===== src/design/assert_macros.svh =====
// Concurrent assertion helpers, included by the top-level pixel generator unit.
`ifndef ASSERT_MACROS_SVH
`define ASSERT_MACROS_SVH

// Antecedent and consequent in the same cycle.
`define ASSERT_SAME_CYCLE(label, clk, rst, ante, cons, msg) \
  label: assert property (@(posedge clk) disable iff (rst) (ante) |-> (cons)) \
    else $error(msg);

// Consequent in the cycle after the antecedent.
`define ASSERT_NEXT_CYCLE(label, clk, rst, ante, cons, msg) \
  label: assert property (@(posedge clk) disable iff (rst) (ante) |=> (cons)) \
    else $error(msg);

`endif


===== src/design/cpg_pkg.sv =====
package cpg_pkg;

  localparam int PIXEL_W    = 9;
  localparam int CHAN_W     = 8;
  localparam int CENTRE_W   = 16;
  localparam int RATE_W     = 10;
  localparam int TURN_W     = 32;
  localparam int LEVEL_W    = 17;
  localparam int WEIGHT_W   = 16;
  localparam int CFG_INDEX_W = 3;
  localparam int CFG_DATA_W  = 16;

  // Register stages from the input beat to the output register.
  localparam int NUM_STAGES = 13;

  localparam int DEFAULT_TEXTURE_SIZE     = 512;
  localparam int DEFAULT_SINE_TABLE_DEPTH = 1024;

  localparam logic [CENTRE_W-1:0] RESET_FIRST_U  = 16'd24904;
  localparam logic [CENTRE_W-1:0] RESET_FIRST_V  = 16'd27525;
  localparam logic [CENTRE_W-1:0] RESET_SECOND_U = 16'd43254;
  localparam logic [CENTRE_W-1:0] RESET_SECOND_V = 16'd39322;
  localparam logic [RATE_W-1:0]   RESET_CHIRP_RATE = 10'd280;

  // Radians to turns, scaled by each channel's frequency factor, Q0.32.
  localparam logic [TURN_W-1:0] TURN_RED   = 32'd683565276;
  localparam logic [TURN_W-1:0] TURN_GREEN = 32'd717743539;
  localparam logic [TURN_W-1:0] TURN_BLUE  = 32'd751921803;

  // Phase offsets with the quarter turn that makes a cosine from the sine table.
  localparam logic [TURN_W-1:0] TURN_OFS_RED   = 32'd1073741824;
  localparam logic [TURN_W-1:0] TURN_OFS_GREEN = 32'(64'd683565276 + 64'd1073741824);
  localparam logic [TURN_W-1:0] TURN_OFS_BLUE  = 32'(64'd1367130551 + 64'd1073741824);

  localparam logic [WEIGHT_W-1:0] W_RED   = 16'd13933;
  localparam logic [WEIGHT_W-1:0] W_GREEN = 16'd46872;
  localparam logic [WEIGHT_W-1:0] W_BLUE  = 16'd4732;

  typedef enum logic [CFG_INDEX_W-1:0] {
    REG_FIRST_CENTER_U  = 3'd0,
    REG_FIRST_CENTER_V  = 3'd1,
    REG_SECOND_CENTER_U = 3'd2,
    REG_SECOND_CENTER_V = 3'd3,
    REG_CHIRP_RATE      = 3'd4
  } cfg_reg_t;

  typedef struct packed {
    logic [PIXEL_W-1:0] pixel_x;
    logic [PIXEL_W-1:0] pixel_y;
  } pixel_t;

  typedef struct packed {
    logic [CHAN_W-1:0] red;
    logic [CHAN_W-1:0] green;
    logic [CHAN_W-1:0] blue;
    logic [CHAN_W-1:0] luma;
  } colour_t;

  typedef struct packed {
    logic [CENTRE_W-1:0] first_u;
    logic [CENTRE_W-1:0] first_v;
    logic [CENTRE_W-1:0] second_u;
    logic [CENTRE_W-1:0] second_v;
  } centres_t;

  typedef struct packed {
    logic [TURN_W-1:0] red;
    logic [TURN_W-1:0] green;
    logic [TURN_W-1:0] blue;
  } turns_t;

endpackage


===== src/design/cpg_pipe_ctrl.sv =====
module cpg_pipe_ctrl import cpg_pkg::*; (
  input  logic                  clk,
  input  logic                  rst,
  input  logic                  in_valid,
  input  logic                  out_ready,
  output logic                  in_ready,
  output logic                  out_valid,
  output logic [NUM_STAGES-1:0] en
);

  logic [NUM_STAGES-1:0] valid;
  logic [NUM_STAGES-1:0] valid_in;

  // A stage may load when some stage at or after it is empty, or the output drains.
  always_comb begin
    for (int i = 0; i < NUM_STAGES; i++) begin
      en[i] = out_ready | ~(&(valid | ((NUM_STAGES'(1) << i) - NUM_STAGES'(1))));
    end
  end

  assign valid_in  = {valid[NUM_STAGES-2:0], in_valid};
  assign in_ready  = en[0];
  assign out_valid = valid[NUM_STAGES-1];

  always_ff @(posedge clk) begin
    if (rst) begin
      valid <= '0;
    end else begin
      for (int i = 0; i < NUM_STAGES; i++) begin
        if (en[i]) begin
          valid[i] <= valid_in[i];
        end
      end
    end
  end

endmodule


===== config.mk =====
export PLATFORM = sky130hd
export DESIGN_NAME = cpg_pipe_ctrl
export DESIGN_NICKNAME = d
export VERILOG_FILES = /design/src/design/assert_macros.svh /design/src/design/cpg_pkg.sv /design/src/design/cpg_pipe_ctrl.sv
export SDC_FILE = /design/constraint.sdc
export NUM_CORES = 1
export LEC_CHECK = 0
export ABC_CLOCK_PERIOD_IN_PS = 1600
export BUFFER_PORTS_ARGS = -buffer_cell sky130_fd_sc_hd__buf_4
export CAP_MARGIN = 20
export CORE_MARGIN = 2
export CORE_UTILIZATION = 44
export DETAILED_ROUTE_END_ITERATION = 10
export GPL_ROUTABILITY_DRIVEN = 0
export GPL_TIMING_DRIVEN = 0
export PLACE_DENSITY = 0.71
export SLEW_MARGIN = 20
export SYNTH_ARGS = -nofsm -noshare
export SYNTH_HDL_FRONTEND = slang
export SYNTH_SLANG_ARGS = --single-unit

===== constraint.sdc =====
create_clock -name clk -period 1.6 [get_ports clk]
set_input_delay 0.24 -clock clk [delete_from_list [all_inputs] [get_ports clk]]
set_output_delay 0.24 -clock clk [all_outputs]
set_load 0.005 [all_outputs]

## Word level (Yosys, flattened, before mapping)

Index checks and enable logic that the tools add are counted.

- Flip-flop bits (word level): 13
- Bits of input ports: 4
- Output and inout bits: 15
- Logic and storage cells: 51

- Bitwise operators: 26
- Reductions and logical operators: 12

Operators with widths:

| operator | count |
|---|---|
| NOT 1 bit | 13 |
| bitwise OR 1 bit | 13 |
| AND reduction 13 bit | 1 |
| AND reduction 12 bit | 1 |
| AND reduction 11 bit | 1 |
| AND reduction 10 bit | 1 |
| AND reduction 9 bit | 1 |
| AND reduction 8 bit | 1 |
| AND reduction 7 bit | 1 |
| AND reduction 6 bit | 1 |
| AND reduction 5 bit | 1 |
| AND reduction 4 bit | 1 |
| AND reduction 3 bit | 1 |
| AND reduction 2 bit | 1 |

## Longest topological paths before layout

Gate-level depths: netlist of the first run.

- Depth in word-level cells: 3
- Gate-level depth with buffers: 6
- Mapped depth without buffers: 4

## Worst setup path after synthesis of the first run

OpenSTA, ideal clock, no wires.

- Path kind: reg2out
- Start point: register valid[12]
- End point: output port en[0]
- Arrival: 1.176 ns
- Data required time: 1.360 ns
- Setup slack: 0.184 ns
- Stages on the path, launching flop included: 7
- Buffers on the path: 3
- Path through: dfxtp_1 > nor2b_1 > buf_2 > and4_1 > buf_6 > nand3_1 > buf_4

- Cells in the longest elaborated chain, start to end: 3

RTL lines:

| what | line | text |
|---|---|---|
| start, declared | cpg_pipe_ctrl.sv:11 | `logic [NUM_STAGES-1:0] valid;` |
| start signal, assigned by index | cpg_pipe_ctrl.sv:31 | `valid[i] <= valid_in[i];` |
| AND reduction 13 bit | cpg_pipe_ctrl.sv:17 | `en[i] = out_ready \| ~(&(valid \| ((NUM_STAGES'(1) << i) - NUM_STAGES'(1))));` |
| NOT 1 bit | cpg_pipe_ctrl.sv:17 |  |
| bitwise OR 1 bit | cpg_pipe_ctrl.sv:17 |  |
| end, declared | cpg_pipe_ctrl.sv:8 | `output logic [NUM_STAGES-1:0] en` |

No other way between the ends.

## Worst setup path in the final report of the first run

- Start point: register valid[8]
- End point: output port en[0]

The elaborated chain is that of the path after synthesis.

==> parameters.txt, run 1 <==
Parameter                              Value

Finish
  Largest regs ... valid: 13 flops
  Number of flip-flops in the largest register ... 13
  Largest reg by FF count ... valid
  Number of fill cells in the layout ... roughly 100
  Area growth from synthesis to layout ... 48.3%
  Diode count ... 0
  Fraction of layout instances using a drive strength above 1 ... about 45%
  Share of the core filled with cells ... 68.1%
  NumNets Final ... a little under 100

Timing
  Sum of negative setup slack ... -687 ps
  Max-slew violation count ... 0
  Final setup skew ... approximately 8.4 ps
  Setup repair after global routing missed its margin ... true
  Setup-violating endpoint count in the final report ... 9
  Actual slew at the worst max-slew pin ... roughly 450 ps
  Relative slew margins ... 69.9%
  WHS ... slightly above 200 ps
  Final WS setup ... -115 ps
  Final critical path time including I/O delays and setup ... 1720 ps
  Fin. Hold Viols ... 0
  Final worst path period share ... 107%
  Achievable frequency ... between 0.5 and 0.6 GHz

Global route
  Total grt overflow ... 0
  Antenna violations before repair ... 0
  Global-route wire length before repair ... approximately 1900 um
  Global-route total usage across every layer ... 18.4%
  Largest net degree at the start of global routing ... 11
  Via count of the first global-routing pass ... roughly 460

Pwr
  Power density over the cells ... roughly 650 nW/um^2
  Total leakage power ... around 0.00034 uW
  Peak supply drop ... 0.400 mV

Yosys
  Proportion of synthesized chip area in sequential cells ... between 40% and 50%
  Post-synth EDFFs ... 0
  Async S/R FF share, synth ... 0%
  Flip-flop cell with the highest count after synthesis ... sky130_fd_sc_hd__dfxtp_1
  Synth Instances ... between 60 and 70
  Leading area contributor after synthesis ... sky130_fd_sc_hd__dfxtp_1
  Synthesized area divided by synthesized cell count ... around 8.5 sq um
  Fraction of synthesized cell area taken by the top area cell type ... 45.2%
  Top area cells in the synthesized netlist ... sky130_fd_sc_hd__dfxtp_1 (45%), sky130_fd_sc_hd__inv_1 (5.9%), sky130_fd_sc_hd__a21oi_1 (5.2%), sky130_fd_sc_hd__nand3_1 (5.2%), sky130_fd_sc_hd__o41ai_4 (4.8%)
  Cell area after technology mapping ... around 580 sq um
  Net count after synthesis ... 72
  Number of different library cells in the post-synthesis netlist ... 22
  Warnings, synthesis ... 0
  Flip-flop and latch count after synthesis ... 13

Place
  Worst setup timing slack at the placement stage ... between 20 and 25 ps
  Port bufs ... 17
  Detailed placer's ending HPWL ... ~860 um

Route
  Post-DRT Antenna Nets ... 0
  Starting DRT DRC Count ... 4
  WL met3 ... 70 um
  Highest routed layer ... met4
  DRC errors left ... 0
  Detail-routed net length per standard cell ... around 12 um
  Met1 routed wirelength after detailed routing ... between 500 and 600 um
  Via count of the routed design ... around 560
  Met2 WL post-DR ... 678 um
  Detailed Routing Iterations Pass 1 ... 4
  Wire length reported by the detailed router ... roughly 1300 um
  Vias per inst ... between 5 and 6

Floorplanning
  Core area ... around 1300 sq um
  Height of the die ... between 40 and 50 um
  Number of core rows ... 13
  Floorplan die width ... between 40 and 50 um
  Effective utilization at floorplan ... a little under half
  Top Ports ... 19
  Full die area ... 1610 sq um

Job
  Max Cap Viol ... 0

Worst setup path
  Kind of cell adding the most delay to the critical path ... simple AND/OR/NAND/NOR gates
  Req. time, crit path ... 1360 ps
  CP Class ... flop to output pin
  Worst R2R Setup Slack ... -10 ps
  Crit. End Element ... output pin
  Worst path cell trace ... and4_1, and4_1, buf_6, nand3_4, buf_6, buf_6
  Worst stage delay on the critical path ... roughly 340 ps
  Most prevalent standard cell on the critical path ... sky130_fd_sc_hd__buf_6
  Data arrival time of the critical path ... ~1500 ps
  Logic depth of the worst register-to-register path ... 7
  Startpoint kind of the worst setup timing path ... flop
  Critical-path maximum fanout ... 5
  Levels on crit path ... 6
  CP Buf/Inv Count ... 3
  Master of the slowest instance on the critical path ... sky130_fd_sc_hd__dfxtp_2

Outcome
  Violated checks ... negative setup slack
  Outcome ... complete, but fails checks

Clocking
  Clock sink count ... 13
  H-Tree Depth ... 1
  # hold bufs at CTS ... 0
  Clock root buffer ... sky130_fd_sc_hd__clkbuf_4
  Clk buf depth ... 2
  TritonCTS Buffers ... 3
  CTS clock-pin slew for the worst setup and hold paths ... 80 ps
  Clock tree from TritonCTS ... yes
  Clock latency reported for the late side of the worst-skew pair ... 270 ps

Worst hold path
  Tightest Hold Check Type ... input pin to flop
  Min-Delay Path Depth ... 3
## kinds of logic after synthesis
logic type             count (synthesis)  synth area share (%)
AO/OA/AOI/OAI                         12                  16.3
buffers and inverters                 16                  13.7
flip-flops                            13                  45.2
AND/OR/NAND/NOR                       27                  24.8
## layout by cell type, fill, tap and decap left out
cell type                  instances
sky130_fd_sc_hd__buf_4            21
sky130_fd_sc_hd__inv_1             9
sky130_fd_sc_hd__dfxtp_1           8
sky130_fd_sc_hd__nand2_1           6
sky130_fd_sc_hd__a21oi_1           6
sky130_fd_sc_hd__buf_6             5
sky130_fd_sc_hd__nand3_1           4
sky130_fd_sc_hd__nor2_1            4
sky130_fd_sc_hd__nand2b_1          4
sky130_fd_sc_hd__dfxtp_2           4
sky130_fd_sc_hd__clkbuf_4          3
sky130_fd_sc_hd__and3_1            2
sky130_fd_sc_hd__and4_1            2
sky130_fd_sc_hd__clkbuf_1          2
sky130_fd_sc_hd__o22ai_1           2
sky130_fd_sc_hd__nor2b_4           1
sky130_fd_sc_hd__inv_6             1
sky130_fd_sc_hd__nand3_2           1
sky130_fd_sc_hd__nand4_1           1
sky130_fd_sc_hd__nand3_4           1
sky130_fd_sc_hd__buf_2             1
sky130_fd_sc_hd__o41ai_4           1
sky130_fd_sc_hd__o32ai_2           1
sky130_fd_sc_hd__o31ai_2           1
sky130_fd_sc_hd__nand3b_1          1
sky130_fd_sc_hd__o31ai_1           1
sky130_fd_sc_hd__dfxtp_4           1
## power breakdown
group / leakage [uW] / switching, uW / total [uW] / internal [uW]
clock network: 0.0000150 / 102 / 198 / 96.5
registers: 0.000108 / 2.73 / 328 / 326
logic: 0.000219 / 13.2 / 24.6 / 11.3
## per-layer routing
layer | vias up | track usage, %
li1 | 281 | -
met1 | 264 | 20.5
met2 | 16 | 32.3
met3 | 2 | 3.33
met4 | 0 | 10.3
met5 | - | 0
## Yosys cell counts (2+ instances only)
cell type	count
sky130_fd_sc_hd__inv_1	9
sky130_fd_sc_hd__nand2_1	6
sky130_fd_sc_hd__o22ai_1	2
sky130_fd_sc_hd__nor2_1	4
sky130_fd_sc_hd__a21oi_1	6
sky130_fd_sc_hd__and3_1	2
sky130_fd_sc_hd__buf_2	2
sky130_fd_sc_hd__nand3_1	6
sky130_fd_sc_hd__o31ai_1	2
sky130_fd_sc_hd__dfxtp_1	13
sky130_fd_sc_hd__nand2b_1	4
sky130_fd_sc_hd__and4_1	2
## final timing paths
check	startpoint	endpoint
worst min register to register	valid[6]	valid[7]
worst max-delay path	valid[8]	en[0]
worst max register to register	valid[8]	valid[0]
worst min-delay path	in_valid	valid[0]
## area by class of cell
class | count | area, sq um | area share, %
multi-input cells | 39 | 274 | 32.1
flip-flops and latches | 13 | 269 | 31.5
repair buffers | 24 | 191 | 22.4
inverters | 10 | 42.5 | 4.99
plain buffers | 4 | 31.3 | 3.67
clock buffers | 4 | 26.3 | 3.08
well taps | 15 | 18.8 | 2.20
## worst reg2reg max path, delay by kind of cell, from the launching register on
kind / cells / cell delay [ps]
AND/OR/NAND/NOR: 2 / 440
flip-flops: 1 / 340
AO/OA/AOI/OAI: 1 / 300
buffers and inverters: 4 / 450
## timing repair
item / in CTS / in global routing
resized for setup: 13 / 5
setup endpoints to repair: 8 / 11
pin swaps: 2 / 0
endpoints found under the hold margin: 0 / 0
setup buffers: 7 / 0
## per-stage QoR
stage	instance area [sq um]	cells	power, uW
6_report	853	109	551
5_1_grt	853	109	569
4_1_cts	837	111	551
3_5_place_dp	722	100	360
3_3_place_gp	722	100	359
2_1_floorplan	576	68	352
Note: power is estimated with default switching activity, not from simulation.
==> run 2: changes to the inputs <==
--- a/config.mk
+++ b/config.mk
@@ -8,7 +8,6 @@
 export ABC_CLOCK_PERIOD_IN_PS = 1600
 export BUFFER_PORTS_ARGS = -buffer_cell sky130_fd_sc_hd__buf_4
 export CAP_MARGIN = 20
-export CORE_MARGIN = 2
 export CORE_UTILIZATION = 44
 export DETAILED_ROUTE_END_ITERATION = 10
 export GPL_ROUTABILITY_DRIVEN = 0
==> parameters.txt, run 2 (synthesized netlist as in run 1, its figures left out) <==
Parameter                              Value

Outcome
  Outcome ... complete, but fails checks
  Violated checks ... negative setup slack

Place
  Worst setup timing slack at the placement stage ... -5.05 ps (-28.4 ps)
  Placed cells ... 99 (-1.0%)
  Detailed placer's ending HPWL ... 768 um (-11%)
  Port bufs ... 17 (unchanged)

Clocking
  Clk buf depth ... 2 (unchanged)
  Clock tree from TritonCTS ... yes
  Clock root buffer ... sky130_fd_sc_hd__clkbuf_4
  Clock sink count ... 13 (unchanged)
  CTS clock-pin slew for the worst setup and hold paths ... 80 ps (about the same)
  H-Tree Depth ... 1 (unchanged)
  Clock latency reported for the late side of the worst-skew pair ... 270 ps (about the same)
  TritonCTS Buffers ... 3 (unchanged)
  # hold bufs at CTS ... 0 (unchanged)

Finish
  Area growth from synthesis to layout ... 45.0%
  Reg area ... 267 sq um (-0.93%)
  Multi-input gate area ... 259 sq um (-5.5%)
  Top library cells by usage in the layout, fill and taps aside ... sky130_fd_sc_hd__buf_4 (21), sky130_fd_sc_hd__inv_1 (9), sky130_fd_sc_hd__dfxtp_1 (8)
  NumNets Final ... 98 (-1.0%)
  Number of fill cells in the layout ... 102 (unchanged)
  Largest regs ... valid: 13 flops
  Final standard cell count with taps included and fillers excluded ... 107 (-1.8%)
  Diode count ... 0 (unchanged)
  Fraction of layout instances using a drive strength above 1 ... 41.9% (-2.7 points)
  Most common cell after layout, fill and taps aside ... sky130_fd_sc_hd__buf_4
  Number of flip-flops in the largest register ... 13 (unchanged)
  Largest reg by FF count ... valid

Timing
  Sum of negative setup slack ... -236 ps (+450 ps)
  Max-slew violation count ... 0 (unchanged)
  Final WS setup ... -88.7 ps (+26.6 ps)
  Final worst path period share ... 106% (-1.7 points)
  Setup-violating endpoint count in the final report ... 6 (-3)
  Achievable frequency ... 0.592 GHz (+1.6%)
  Actual slew at the worst max-slew pin ... 451 ps (+0.136 ps)
  WHS ... 207 ps (-0.313 ps)
  Setup repair after global routing missed its margin ... true
  Final setup skew ... 10.2 ps (+1.85 ps)
  Fin. Hold Viols ... 0 (unchanged)
  Final critical path time including I/O delays and setup ... 1690 ps (-26.6 ps)
  Relative slew margins ... 69.9% (about the same)

Pwr
  Peak supply drop ... 0.767 mV (+92%)
  Total design power ... 548 uW (-0.64%)
  Total leakage power ... 0.000336 uW (-1.6%)
  Power density over the cells ... 656 nW/um^2 (+1.6%)

Job
  Max Cap Viol ... 0 (unchanged)

Floorplanning
  Full die area ... 1460 sq um (-9.7%)
  Top Ports ... 19 (unchanged)
  Floorplan die width ... 38.2 um (-5.0%)
  Effective utilization at floorplan ... 49.8% (+3.8 points)
  Core area ... 1160 sq um (-7.7%)
  Height of the die ... 38.2 um (-5.0%)
  Number of core rows ... 12 (-1)

Global route
  Global-route total usage across every layer ... 20.2% (+1.8 points)
  Antenna violations before repair ... 0 (unchanged)
  Largest net degree at the start of global routing ... 11 (unchanged)
  Total grt overflow ... 0 (unchanged)
  Global-route wire length before repair ... 1970 um (+3.3%)
  Via count of the first global-routing pass ... 473 (+3.1%)

Worst setup path
  Req. time, crit path ... 1360 ps (about the same)
  Master of the slowest instance on the critical path ... sky130_fd_sc_hd__dfxtp_2
  Startpoint kind of the worst setup timing path ... flop
  Crit. End Element ... output pin
  Critical-path maximum fanout ... 7 (+2)
  Worst stage delay on the critical path ... 350 ps (about the same)
  Worst path cell trace ... and4_4, and4_1, buf_6, nand3_4, buf_6, buf_6
  Most prevalent standard cell on the critical path ... sky130_fd_sc_hd__buf_6
  CP Buf/Inv Count ... 3 (unchanged)
  Kind of cell adding the most delay to the critical path ... simple AND/OR/NAND/NOR gates
  Data arrival time of the critical path ... 1450 ps (-30 ps)
  CP Class ... flop to output pin

Route
  Wire length reported by the detailed router ... 1240 um (-4.0%)
  Vias per inst ... 5.07 (-1.7%)
  Detail-routed net length per standard cell ... 11.6 um (-2.2%)
  Via count of the routed design ... 543 (-3.6%)
  DRC errors left ... 0 (unchanged)
  Detailed Routing Iterations Pass 1 ... 4 (unchanged)
  Starting DRT DRC Count ... 8 (+4)
  Post-DRT Antenna Nets ... 0 (unchanged)

Worst hold path
  Tightest Hold Check Type ... input pin to flop
[run 2: cell type report]
class / instances / area share [%]
Clock buffer: 4 / 3.15
Inverter: 10 / 5.40
Sequential cell: 13 / 31.9
Timing Repair Buffer: 23 / 22.6
Tap cell: 14 / 2.10
Buffer: 4 / 3.75
Multi-Input combinational cell: 39 / 31.0
[run 2: final timing paths]
| kind | slack [ps] | end | cells past startpoint | start |
|---|---|---|---|---|
| worst min register to register | 450 | valid[7] | 2 | valid[6] |
| worst min-delay path | 210 | valid[0] | 3 | in_valid |
| worst max-delay path | -90 | en[0] | 6 | valid[8] |
| worst max register to register | 180 | valid[0] | 6 | valid[8] |
[run 2: worst min-delay path: stages]
cell and delay, ps:
sky130_fd_sc_hd__buf_4 70, sky130_fd_sc_hd__nand2b_1 80, sky130_fd_sc_hd__o41ai_4 50
[run 2: per-stage QoR]
stage / instance area [sq um] / util (%)
CTS: 806 / 69.7
global route: 835 / 72.2
global placement: 721 / 62.3
finish: 835 / 72.2
floorplan: 576 / -
detailed placement: 721 / 62.3
[run 2: routing by layer]
metal	GRT usage, %	up-vias	part of all wire [%]
met4	5.36	0	0
met2	32.2	12	49
met1	23.5	250	45
met3	10.5	0	5.3
met5	0	-	0
li1	-	281	-
[run 2: report_power, final]
group	total (uW)	internal, uW	leakage [uW]	switching [uW]
sequential	330	327	0.000108	2.85
combinational	22.5	10.6	0.000213	11.9
clock	195	96.5	0.0000150	98.5
total	548	434	0.000336	113
[run 2: repair_timing]
action | CTS | global route
pin swaps | 3 | 1
endpoints found under the setup margin | 8 | 8
buffers inserted | 4 | 2
gates resized for setup | 10 | 4
==> run 3: changes to the inputs <==
--- a/config.mk
+++ b/config.mk
@@ -5,6 +5,7 @@
 export SDC_FILE = /design/constraint.sdc
 export NUM_CORES = 1
 export LEC_CHECK = 0
+export ABC_AREA = 1
 export ABC_CLOCK_PERIOD_IN_PS = 1600
 export BUFFER_PORTS_ARGS = -buffer_cell sky130_fd_sc_hd__buf_4
 export CAP_MARGIN = 20
@@ -12,7 +13,7 @@
 export DETAILED_ROUTE_END_ITERATION = 10
 export GPL_ROUTABILITY_DRIVEN = 0
 export GPL_TIMING_DRIVEN = 0
-export PLACE_DENSITY = 0.71
+export PLACE_DENSITY = 0.7
 export SLEW_MARGIN = 20
 export SYNTH_ARGS = -nofsm -noshare
 export SYNTH_HDL_FRONTEND = slang
==> parameters.txt, run 3 <==
Parameter                              Value

Timing
  WHS ... 133 ps (-74.2 ps)
  Setup-violating endpoint count in the final report ... 0 (-6)
  Final setup skew ... 4.17 ps (-6.04 ps)
  Actual slew at the worst max-slew pin ... 285 ps (-166 ps)
  Final WS setup ... 63.7 ps (+152 ps)
  Max-slew violation count ... 0 (unchanged)
  Final worst path period share ... 96.0% (-9.5 points)
  Sum of negative setup slack ... 0 ps (+236 ps)
  Final critical path time including I/O delays and setup ... 1540 ps (-152 ps)
  Relative slew margins ... 81.0% (+11 points)
  Fin. Hold Viols ... 0 (unchanged)
  Achievable frequency ... 0.651 GHz (+9.9%)

Floorplanning
  Floorplan die width ... 40.0 um (+4.8%)
  Height of the die ... 40.0 um (+4.8%)
  Effective utilization at floorplan ... 48.2% (-1.5 points)
  Top Ports ... 19 (unchanged)
  Number of core rows ... 13 (+1)
  Core area ... 1320 sq um (+14%)
  Full die area ... 1600 sq um (+9.9%)

Global route
  Antenna violations before repair ... 0 (unchanged)
  Global-route wire length before repair ... 1880 um (-4.6%)
  Global-route total usage across every layer ... 18.1% (-2.1 points)
  Largest net degree at the start of global routing ... 11 (unchanged)
  Via count of the first global-routing pass ... 456 (-3.6%)
  Total grt overflow ... 0 (unchanged)

Clocking
  # hold bufs at CTS ... 0 (unchanged)
  Clock latency reported for the late side of the worst-skew pair ... 270 ps (about the same)
  CTS clock-pin slew for the worst setup and hold paths ... 80 ps (about the same)
  Clk buf depth ... 2 (unchanged)
  Clock tree from TritonCTS ... yes
  H-Tree Depth ... 1 (unchanged)
  Clock root buffer ... sky130_fd_sc_hd__clkbuf_4
  Clock sink count ... 13 (unchanged)
  TritonCTS Buffers ... 3 (unchanged)

Finish
  Diode count ... 0 (unchanged)
  Fraction of layout instances using a drive strength above 1 ... 67.0% (+25 points)
  Largest regs ... valid: 13 flops
  NumNets Final ... 102 (+4.1%)
  Final standard cell count with taps included and fillers excluded ... 112 (+4.7%)
  Multi-input gate area ... 315 sq um (+22%)
  Top library cells by usage in the layout, fill and taps aside ... sky130_fd_sc_hd__buf_4 (25), sky130_fd_sc_hd__inv_1 (14), sky130_fd_sc_hd__nand2_2 (9), sky130_fd_sc_hd__a21oi_2 (9), sky130_fd_sc_hd__dfxtp_1 (8)
  Reg area ... 269 sq um (+0.94%)
  Number of flip-flops in the largest register ... 13 (unchanged)
  Most common cell after layout, fill and taps aside ... sky130_fd_sc_hd__buf_4
  Largest reg by FF count ... valid
  Area growth from synthesis to layout ... 39.4%
  Number of fill cells in the layout ... 111 (+8.8%)
  Summed area of non-filler cells in the final layout ... 886 sq um (+6.1%)

Yosys
  Number of different library cells in the post-synthesis netlist ... 14 (-36%)
  Proportion of synthesized chip area in sequential cells ... 40.9% (-4.3 points)
  Fraction of synthesized cell area taken by the top area cell type ... 40.9% (-4.3 points)
  Leading area contributor after synthesis ... sky130_fd_sc_hd__dfxtp_1
  Warnings, synthesis ... 0 (unchanged)
  Top area cells in the synthesized netlist ... sky130_fd_sc_hd__dfxtp_1 (41%), sky130_fd_sc_hd__a21oi_2 (12%), sky130_fd_sc_hd__nand4_2 (12%), sky130_fd_sc_hd__inv_1 (8.3%), sky130_fd_sc_hd__nand2_2 (6.9%)
  Synthesized area divided by synthesized cell count ... 9.21 sq um (+8.8%)
  Synth Instances ... 69 (+1.5%)
  Ranking of synthesized cells by instance count ... sky130_fd_sc_hd__inv_1 (14), sky130_fd_sc_hd__dfxtp_1 (13), sky130_fd_sc_hd__a21oi_2 (9), sky130_fd_sc_hd__nand2_2 (7), sky130_fd_sc_hd__nand4_2 (6)
  Cell area after technology mapping ... 636 sq um (+10%)
  Net count after synthesis ... 73 (+1.4%)
  Flip-flop cell with the highest count after synthesis ... sky130_fd_sc_hd__dfxtp_1
  Async S/R FF share, synth ... 0% (unchanged)
  Flip-flop and latch count after synthesis ... 13 (unchanged)
  Post-synth EDFFs ... 0 (unchanged)
  Top-count cell post-synth ... sky130_fd_sc_hd__inv_1

Place
  Detailed placer's ending HPWL ... 834 um (+8.7%)
  Port bufs ... 18 (+1)
  Worst setup timing slack at the placement stage ... 250 ps (+256 ps)
  Placement Cell Area ... 790 sq um (+9.5%)
  Placed cells ... 102 (+3.0%)

Worst setup path
  Critical-path maximum fanout ... 5 (-2)
  Worst stage delay on the critical path ... 360 ps (about the same)
  Crit. End Element ... output pin
  Req. time, crit path ... 1360 ps (about the same)
  Startpoint kind of the worst setup timing path ... flop
  Logic depth of the worst register-to-register path ... 5 (-1)
  Master of the slowest instance on the critical path ... sky130_fd_sc_hd__dfxtp_1
  Reg-to-reg critical path startpoint ... valid[12]
  Worst R2R Setup Slack ... 560 ps (+380 ps)
  Data arrival time of the critical path ... 1300 ps (-150 ps)
  CP Class ... flop to output pin
  Levels on crit path ... 5 (-1)
  Most prevalent standard cell on the critical path ... sky130_fd_sc_hd__buf_4
  CP Buf/Inv Count ... 2 (-1)
  Worst flop-to-flop path endpoint ... valid[2]
  Worst path cell trace ... nand2_2, nor2_8, nand4_4, buf_4, buf_4
  Kind of cell adding the most delay to the critical path ... simple AND/OR/NAND/NOR gates

Pwr
  Switch Pwr ... 125 uW (+10%)
  Peak supply drop ... 0.478 mV (-38%)
  Portion of total power attributed to sequential cells ... 58.9% (-1.4 points)
  Combinational fraction of design power ... 4.1% (about the same)
  Total leakage power ... 0.000453 uW (+35%)
  Internal power contribution ... 431 uW (-0.70%)
  Proportion of total power due to net switching ... 22.5% (+1.8 points)
  Clock Power Share ... 37.0% (+1.4 points)
  Power density over the cells ... 628 nW/um^2 (-4.3%)

Route
  Detailed Routing Iterations Pass 1 ... 1 (-3)
  Wire length reported by the detailed router ... 1200 um (-2.7%)
  Via count of the routed design ... 517 (-4.8%)
  Starting DRT DRC Count ... 0 (-8)
  Post-DRT Antenna Nets ... 0 (unchanged)
  Detail-routed net length per standard cell ... 10.7 um (-7.1%)
  Vias per inst ... 4.62 (-9.0%)
  DRC errors left ... 0 (unchanged)

Worst hold path
  Tightest Hold Check Type ... input pin to flop
  Min-Delay Path Depth ... 2 (-1)
  Endpoint with the worst hold slack ... valid[12]
  Launch point of the worst hold path ... rst

Outcome
  Outcome ... completed

Job
  Max Cap Viol ... 0 (unchanged)
==> run 3: area by class of cell <==
class	count	share of cell area (%)
buffer	2	1.41
clock buffer	4	2.97
inverter	17	7.20
multi-input combinational	37	35.6
sequential	13	30.4
tap	15	2.12
timing repair buffer	24	20.3
==> run 3: timing repair <==
item                       4_1_cts  5_1_grt
setup buffers                    6        0
resized for setup                4        6
setup endpoints to repair        1        4
pin swaps                        1        2
==> run 3: worst max path at each step <==
stage,startpoint,to
after floorplan,valid[12],en[0]
after global placement,out_ready,en[0]
after detailed placement,out_ready,en[0]
after CTS,valid[9],en[0]
after global routing,valid[9],en[2]
final,valid[4],en[0]
==> run 3: cells by family after synthesis <==
family,count (synthesis),share of synthesized area (%)
flops,13,40.9
buf+inv,19,12.0
compound gates,12,14.8
simple gates,25,32.3
==> run 3: worst reg2reg max path: stages (launching register included) <==
cell	delay (ps)
sky130_fd_sc_hd__dfxtp_4	370
sky130_fd_sc_hd__nand2_2	110
sky130_fd_sc_hd__nor2_8	150
sky130_fd_sc_hd__buf_4	130
sky130_fd_sc_hd__nand4_2	90
sky130_fd_sc_hd__a21oi_2	140
==> run 3: power by group through the flow <==
stage / logic, uW / clock network, uW / registers [uW]
floorplan: 13.2 / 0 / 337
global placement: 22.1 / 0 / 337
detailed placement: 22.7 / 0 / 337
CTS: 22.9 / 208 / 329
global route: 25.7 / 227 / 328
finish: 22.6 / 206 / 328
==> run 3: through the flow <==
stage	util, %	total power [uW]
2_1_floorplan	-	350
3_3_place_gp	59.9	359
3_5_place_dp	59.9	360
4_1_cts	65.8	561
5_1_grt	67.2	581
6_report	67.2	556
==> run 3: metal layers <==
layer  up-vias  share of wire, %  track usage (%)
li1        270                 -                -
met1       230                43             23.1
met2        13                50             28.2
met3         4               4.8             3.33
met4         0               1.9             10.3
met5         -                 0                0
